## config.mk

```make
export PLATFORM = sky130hd
export DESIGN_NAME = duration_text_parser_top
export DESIGN_NICKNAME = d
export VERILOG_FILES = /design/src/sv/dtp_pkg.sv /design/src/sv/duration_text_parser_top.sv
export SDC_FILE = /design/constraint.sdc
export NUM_CORES = 2
export LEC_CHECK = 0
export BUFFER_PORTS_ARGS = -buffer_cell sky130_fd_sc_hd__buf_2
export CAP_MARGIN = 20
export CORE_MARGIN = 2
export CORE_UTILIZATION = 30
export CTS_BUF_LIST = sky130_fd_sc_hd__clkbuf_8
export CTS_CLUSTER_SIZE = 10
export DETAILED_ROUTE_END_ITERATION = 10
export PLACE_DENSITY = 0.45
export SLEW_MARGIN = 25
export SYNTH_ARGS = -nofsm -noshare
export SYNTH_HDL_FRONTEND = slang
export SYNTH_SLANG_ARGS = --single-unit
```

## constraint.sdc

```tcl
create_clock -name clk -period 6.29 [get_ports clk]
set_input_delay 0.3145 -clock clk [delete_from_list [all_inputs] [get_ports clk]]
set_output_delay 0.3145 -clock clk [all_outputs]
set_load 0.005 [all_outputs]
```

## src/sv/dtp_pkg.sv

```systemverilog
// Package for the duration text parser: widths, character codes and
// unit-to-seconds constants. No dependencies.
`default_nettype none

package dtp_pkg;

  // Width of the decimal number and of each stored unit count
  localparam int NUMBER_BITS = 20;
  localparam int CHAR_W      = 8;
  localparam int DIGIT_W     = 4;

  // Seconds per unit; the largest (one week) fits in SEC_W bits
  localparam int SEC_W = 20;
  localparam logic [SEC_W-1:0] WEEK_SEC = SEC_W'(7 * 24 * 3600);
  localparam logic [SEC_W-1:0] DAY_SEC  = SEC_W'(24 * 3600);
  localparam logic [SEC_W-1:0] HOUR_SEC = SEC_W'(3600);
  localparam logic [SEC_W-1:0] MIN_SEC  = SEC_W'(60);

  // Product, sum and result widths
  localparam int PROD_W = NUMBER_BITS + SEC_W;
  localparam int SUM_W  = PROD_W + 3;
  localparam int MAG_W  = 40;
  localparam int EXT_W  = (SUM_W > MAG_W) ? SUM_W : MAG_W;
  localparam int TOTAL_W = MAG_W + 1;
  localparam int OUT_DATA_W = ((TOTAL_W + 7) / 8) * 8;

  // Character codes
  localparam logic [CHAR_W-1:0] CH_MINUS = 8'h2D;
  localparam logic [CHAR_W-1:0] CH_P     = 8'h50;
  localparam logic [CHAR_W-1:0] CH_T     = 8'h54;
  localparam logic [CHAR_W-1:0] CH_W     = 8'h57;
  localparam logic [CHAR_W-1:0] CH_D     = 8'h44;
  localparam logic [CHAR_W-1:0] CH_H     = 8'h48;
  localparam logic [CHAR_W-1:0] CH_M     = 8'h4D;
  localparam logic [CHAR_W-1:0] CH_S     = 8'h53;
  localparam logic [CHAR_W-1:0] CH_ZERO  = 8'h30;
  localparam logic [CHAR_W-1:0] CH_NINE  = 8'h39;

endpackage : dtp_pkg

`default_nettype wire

```

## src/sv/duration_text_parser_top.sv

```systemverilog
// Duration text parser: turns a duration string into a signed second count.
// A result passes the input register, product register and result register onto out_tdata.
// Throughput: one item per cycle; input register, parse stage, product
// register and result register move together and stall only while a result
// waits on out_tready. Reset (rst_n low, synchronous) empties the pipeline and
// clears all parse state. Depends on dtp_pkg.
`default_nettype none

module duration_text_parser_top
  import dtp_pkg::*;
(
  input  wire logic                  clk,
  input  wire logic                  rst_n,
  // input stream
  input  wire logic                  in_tvalid,
  output logic                       in_tready,
  input  wire logic [CHAR_W-1:0]     in_tdata,   // [7:0] char_code
  input  wire logic                  in_tlast,   // is_last
  // result stream
  output logic                       out_tvalid,
  input  wire logic                  out_tready,
  output logic [OUT_DATA_W-1:0]      out_tdata   // [40:0] total_seconds, rest zero
);

  // pipeline advance: stall only when a result is held and not taken
  logic out_valid_r;
  logic adv;
  assign adv       = !out_valid_r || out_tready;
  assign in_tready = adv;

  // input register
  logic              v0_r;
  logic [CHAR_W-1:0] ch0_r;
  logic              last0_r;

  always_ff @(posedge clk) begin
    if (!rst_n) begin
      v0_r <= 1'b0;
    end else if (adv) begin
      v0_r <= in_tvalid;
    end
    if (adv) begin
      ch0_r   <= in_tdata;
      last0_r <= in_tlast;
    end
  end

  // parse state
  logic                   neg_r, in_num_r, capt_r;
  logic [NUMBER_BITS-1:0] num_r, wk_r, dy_r, hr_r, mn_r, sc_r;
  logic                   neg_nxt, in_num_nxt, capt_nxt;
  logic [NUMBER_BITS-1:0] num_nxt, wk_nxt, dy_nxt, hr_nxt, mn_nxt, sc_nxt;

  logic [DIGIT_W-1:0]       digit;
  logic                     ch_is_num;
  logic [NUMBER_BITS+3:0]   ext_num;
  logic [NUMBER_BITS+3:0]   num_max_ext;

  assign digit       = DIGIT_W'(ch0_r - CH_ZERO);
  assign ch_is_num   = (ch0_r >= CH_ZERO) && (ch0_r <= CH_NINE);
  assign ext_num     = (NUMBER_BITS + 4)'(num_r) * (NUMBER_BITS + 4)'(10)
                       + (NUMBER_BITS + 4)'(digit);
  assign num_max_ext = (NUMBER_BITS + 4)'({NUMBER_BITS{1'b1}});

  // next state for one character
  always_comb begin
    neg_nxt    = neg_r;
    in_num_nxt = in_num_r;
    capt_nxt   = capt_r;
    num_nxt    = num_r;
    wk_nxt     = wk_r;
    dy_nxt     = dy_r;
    hr_nxt     = hr_r;
    mn_nxt     = mn_r;
    sc_nxt     = sc_r;
    case (ch0_r)
      CH_MINUS: begin
        neg_nxt    = 1'b1;
        in_num_nxt = 1'b0;
        capt_nxt   = 1'b0;
      end
      CH_P, CH_T: begin
        in_num_nxt = 1'b0;
        capt_nxt   = 1'b0;
      end
      CH_W: begin
        in_num_nxt = 1'b0;
        capt_nxt   = 1'b0;
        wk_nxt     = num_r;
      end
      CH_D: begin
        in_num_nxt = 1'b0;
        capt_nxt   = 1'b0;
        dy_nxt     = num_r;
      end
      CH_H: begin
        in_num_nxt = 1'b0;
        capt_nxt   = 1'b0;
        hr_nxt     = num_r;
      end
      CH_M: begin
        in_num_nxt = 1'b0;
        capt_nxt   = 1'b0;
        mn_nxt     = num_r;
      end
      CH_S: begin
        in_num_nxt = 1'b0;
        capt_nxt   = 1'b0;
        sc_nxt     = num_r;
      end
      default: begin
        if (ch_is_num) begin
          if (!in_num_r) begin
            // first digit starts a new number
            num_nxt    = NUMBER_BITS'(digit);
            in_num_nxt = 1'b1;
            capt_nxt   = 1'b1;
          end else if (capt_r) begin
            // extend, saturating at the all-ones value
            num_nxt = (ext_num > num_max_ext) ? {NUMBER_BITS{1'b1}}
                                              : ext_num[NUMBER_BITS-1:0];
          end
        end else begin
          // junk character: rest of this digit run is ignored
          capt_nxt = 1'b0;
        end
      end
    endcase
  end

  // state update; a last character clears everything after it is used
  always_ff @(posedge clk) begin
    if (!rst_n || (adv && v0_r && last0_r)) begin
      neg_r    <= 1'b0;
      in_num_r <= 1'b0;
      capt_r   <= 1'b0;
      num_r    <= '0;
      wk_r     <= '0;
      dy_r     <= '0;
      hr_r     <= '0;
      mn_r     <= '0;
      sc_r     <= '0;
    end else if (adv && v0_r) begin
      neg_r    <= neg_nxt;
      in_num_r <= in_num_nxt;
      capt_r   <= capt_nxt;
      num_r    <= num_nxt;
      wk_r     <= wk_nxt;
      dy_r     <= dy_nxt;
      hr_r     <= hr_nxt;
      mn_r     <= mn_nxt;
      sc_r     <= sc_nxt;
    end
  end

  // product register: a constant multiply per unit (seconds pass through), valid on the last character
  logic              v1_r;
  logic              neg1_r;
  logic [PROD_W-1:0] pw_r, pd_r, ph_r, pm_r, ps_r;

  always_ff @(posedge clk) begin
    if (!rst_n) begin
      v1_r <= 1'b0;
    end else if (adv) begin
      v1_r <= v0_r && last0_r;
    end
    if (adv) begin
      neg1_r <= neg_nxt;
      pw_r   <= PROD_W'(wk_nxt) * PROD_W'(WEEK_SEC);
      pd_r   <= PROD_W'(dy_nxt) * PROD_W'(DAY_SEC);
      ph_r   <= PROD_W'(hr_nxt) * PROD_W'(HOUR_SEC);
      pm_r   <= PROD_W'(mn_nxt) * PROD_W'(MIN_SEC);
      ps_r   <= PROD_W'(sc_nxt);
    end
  end

  // sum, saturate to the magnitude range, apply sign
  logic [SUM_W-1:0]   sum;
  logic [EXT_W-1:0]   sum_ext;
  logic [MAG_W-1:0]   mag;
  logic [TOTAL_W-1:0] total;

  assign sum     = SUM_W'(pw_r) + SUM_W'(pd_r) + SUM_W'(ph_r)
                   + SUM_W'(pm_r) + SUM_W'(ps_r);
  assign sum_ext = EXT_W'(sum);
  assign mag     = (sum_ext > EXT_W'({MAG_W{1'b1}})) ? {MAG_W{1'b1}}
                                                     : sum_ext[MAG_W-1:0];
  assign total   = neg1_r ? (TOTAL_W'(0) - {1'b0, mag}) : {1'b0, mag};

  // result register
  logic [TOTAL_W-1:0] total_r;

  always_ff @(posedge clk) begin
    if (!rst_n) begin
      out_valid_r <= 1'b0;
    end else if (adv) begin
      out_valid_r <= v1_r;
    end
    if (adv && v1_r) begin
      total_r <= total;
    end
  end

  assign out_tvalid = out_valid_r;
  assign out_tdata  = OUT_DATA_W'(total_r);

endmodule : duration_text_parser_top

`default_nettype wire
```

==> impl_metrics.py <==
metrics = {
    "power_and_ir_drop": {
        "ir_drop_mv": 0.6580,
        "power-per-cell-area_nw_per_um2": 498.6,
        "p_total_w": 0.01817,
        "power.leakage_nw": 18.39,
    },
    "worst_setup_path": {
        "path_buf_inv": 5,
        "startpoint": "ch0_r[7]",
        "reg2reg_depth": 26,
        "start_kind": "flip-flop",
        "cpMaxStageDelayCell": "fa_1",
        "crit_top_cell": "fa_1",
        "rrSetupSlack_ns": -0.18,
        "r2r_start": "ch0_r[7]",
        "crit_end": "pw_r[38]",
        "arrival_ns": 6.88,
        "cp_max_fo": 7,
        "cp.required_ns": 6.69,
        "max_stage_delay_ns": 0.53,
        "crit_type": "reg2reg",
        "r2r_end": "pw_r[38]",
        "worst-path-stages": 26,
        "critPathTopFamily": "adder cells",
        "endpoint_kind": "flip-flop",
    },
    "status": {
        "violations": "design-rule violations, negative setup slack",
        "outcome": "finished, violations left",
    },
    "logic_synthesis": {
        "synth_seq_cells": 312,
        "synth_area_um2": 30350,
        "synth_top_cell_by_area": "edfxtp_1",
        "synth_ff_type": "edfxtp_1",
        "yosysSeqAreaShare": 0.2672,
        "synth_area_leaders": "edfxtp_1, ha_1, fa_1, dfxtp_1, inv_1",
        "synth_edf_count": 186,
        "avgSynthCellArea_um2": 9.799,
        "ys_warn_count": 0,
        "netlist.area_leader.share": 0.1840,
        "ys_async_sr_fraction": 0,
        "synthCells": 3097,
        "yosysUniqueCellTypes": 85,
    },
    "routing": {
        "met3_wirelength_mm": 2.819,
        "via_per_inst": 4.666,
        "ant_nets": 0,
        "dr_wl_met2_mm": 37.75,
        "drtIter0Drc": 1045,
        "wl_mm": 81.64,
        "met1_length_mm": 38.63,
        "dr.pass1.iters": 8,
        "avgRoutedWirePerCell_um": 17.07,
        "vias": 22320,
        "routed.top_layer": "met4",
        "drc": 2,
    },
    "layout": {
        "drive_above_1_share": 0.1909,
        "areaGrowthSynthToFinish_pct": 20.07,
        "final_cell_mix": "inv_1, ha_1, nor2_1",
        "layout_commonest_cell": "inv_1",
        "finish.utilization": 0.3639,
        "fillCellCount": 10150,
        "fin_cells": 4783,
        "nets": 4136,
    },
    "floorplanning": {
        "ios": 63,
        "core_area_um2": 100100,
        "start_util": 0.3030,
        "fp.dieArea_um2": 103700,
        "num_rows": 116,
        "die_height_um": 322.1,
        "fp.dieW_um": 322.1,
    },
    "clock_tree": {
        "clockRootBuffer": "clkbuf_8",
        "clkTransAtPathRegs_ns": 0.06,
        "cts_buffers": 61,
        "htreeDepth": 2,
        "clock_latency_ns": 0.70,
        "numClockSinks": 312,
        "cts_tree": "built",
        "cts_max_path_buffers": 3,
    },
    "global_route": {
        "grt_pass1_vias": 22400,
        "antenna_found_initial": 5,
        "grt_max_degree": 80,
        "grt_overflow_total": 0,
        "grt_first_pass_wirelength_mm": 125.5,
        "globalRouteTotalUtil": 0.1563,
    },
    "sta": {
        "max_slew_margin": 0.3306,
        "post-route-period-util": 1.029,
        "clock_skew_ns": 0.04950,
        "rsz0062_at_grt": "yes",
        "setup_viol_count_final": 7,
        "hold_violations": 0,
        "worst_slack_ns": -0.1843,
        "finalMaxSlewViolations": 0,
        "min_period_ns": 6.474,
        "tightest_slew_ns": 1.004,
        "max_freq_ghz": 0.1545,
    },
    "hold_path": {
        "hold_path.class": "in2reg",
        "hold_depth": 2,
    },
    "placement": {
        "hpwl_mm": 65.39,
        "dp_slack_ns": -0.3471,
        "portBuffers": 55,
        "gp_congestion": 0.8098,
        "dpl.cell_count": 4601,
    },
    "flow_run": {
        "maxCapViolCount": 0,
    },
}
-- worst reg2reg max path: cells and delay by family, from the launching register on --
family / cells / cell delay, ns
adders and majority gates: 6 / 2.35
and+or+nand+nor: 5 / 0.59
DFF: 1 / 0.39
AOI/OAI and AO/OA: 8 / 1.80
muxes: 2 / 0.52
buffers and inverters: 5 / 0.55
-- sequential cells by signal (all words and copies together) (netlist names) --
signal	flops
capt_r	1
ch0_r	8
dy_r	20
hr_r	20
in_num_r	1
last0_r	1
mn_r	20
neg1_r	1
neg_r	1
num_r	20
out_tvalid	1
pd_r	30
ph_r	28
pm_r	24
ps_r	20
pw_r	33
sc_r	20
total_r	41
v0_r	1
v1_r	1
wk_r	20
-- stage by stage --
stage | setup TNS (ns) | hold WS, ns | instance area, um^2
5_1_grt | -6.279 | 0.3101 | 36440
4_1_cts | -1.315 | 0.2926 | 35620
3_5_place_dp | -3.741 | 0.4833 | 33750
2_1_floorplan | 0 | 0.4134 | 30460
3_3_place_gp | -2.681 | 0.4731 | 33730
6_report | -0.5805 | 0.3413 | 36440
-- cell type report --
type | count | area (um^2) | share of cell area
timing repair buffer | 353 | 2646 | 0.07262
clock buffer | 71 | 977.2 | 0.02682
inverter | 514 | 1934 | 0.05308
sequential | 312 | 8108 | 0.2225
antenna | 1 | 2.502 | 0.00006867
tap | 1298 | 1624 | 0.04457
clock inverter | 43 | 295.3 | 0.008103
multi-input combinational | 2191 | 20850 | 0.5722
-- cell families (layout without fill, tap and decap cells) --
group	Yosys count	after routing	share of synthesized area
DFF	312	312	0.2672
muxes	111	111	0.03941
xor gates and xnor gates	153	153	0.04416
and+or+nand+nor	722	722	0.1128
other	1	8	0.0001236
AOI/OAI and AO/OA	508	508	0.1126
buffers and inverters	600	981	0.07561
adders and majority gates	690	690	0.3481
-- cell usage after synthesis (7+ instances only) --
cell type	count
a2111oi_0	7
a211oi_1	66
a21o_1	55
a21oi_1	125
a31oi_1	17
and2_1	16
and3_1	16
buf_1	17
buf_4	7
clkbuf_1	59
dfxtp_1	126
edfxtp_1	186
fa_1	257
ha_1	433
inv_1	514
mux2_2	68
mux2i_1	43
nand2_1	128
nand2b_1	11
nand3_1	36
nand4_1	20
nor2_1	290
nor2b_1	22
nor3_1	114
o211ai_1	9
o21a_1	21
o21ai_0	74
o21ai_1	14
o21bai_1	19
o31ai_1	17
or2_2	12
or3_1	12
xnor2_1	106
xor2_1	47
-- report_power, final --
| group | internal, W | total, W | switching [W] |
|---|---|---|---|
| Sequential | 0.00289 | 0.00307 | 0.000179 |
| Clock | 0.00119 | 0.00214 | 0.000952 |
| Combinational | 0.00550 | 0.0130 | 0.00745 |
| Total | 0.00958 | 0.0182 | 0.00859 |
-- layer usage --
layer  vias up  global-route usage
met4         0             0.04766
li1      11250                   -
met3       105             0.02276
met1     10680              0.2105
met2       281              0.2583
met5         -                   0
-- worst min path at each step --
stage | end | start | slack [ns]
after floorplan | ch0_r[0] | in_tdata[0] | 0.41
after global placement | neg_r | neg_r | 0.47
after detailed placement | dy_r[2] | dy_r[2] | 0.48
after CTS | ch0_r[2] | in_tdata[2] | 0.29
after global routing | ch0_r[6] | in_tdata[6] | 0.31
final | ch0_r[2] | in_tdata[2] | 0.34
-- what timing repair did --
| item | 4_1_cts | 5_1_grt |
|---|---|---|
| hold buffers | 14 | 0 |
| buffers inserted | 29 | 28 |
| resized for setup | 57 | 143 |
| cloned | 0 | 1 |
| endpoints found under the hold margin | 12 | 0 |
| pin swaps | 50 | 96 |
| setup endpoints to repair | 22 | 30 |
No activity file was read; power rests on OpenSTA's default activity.
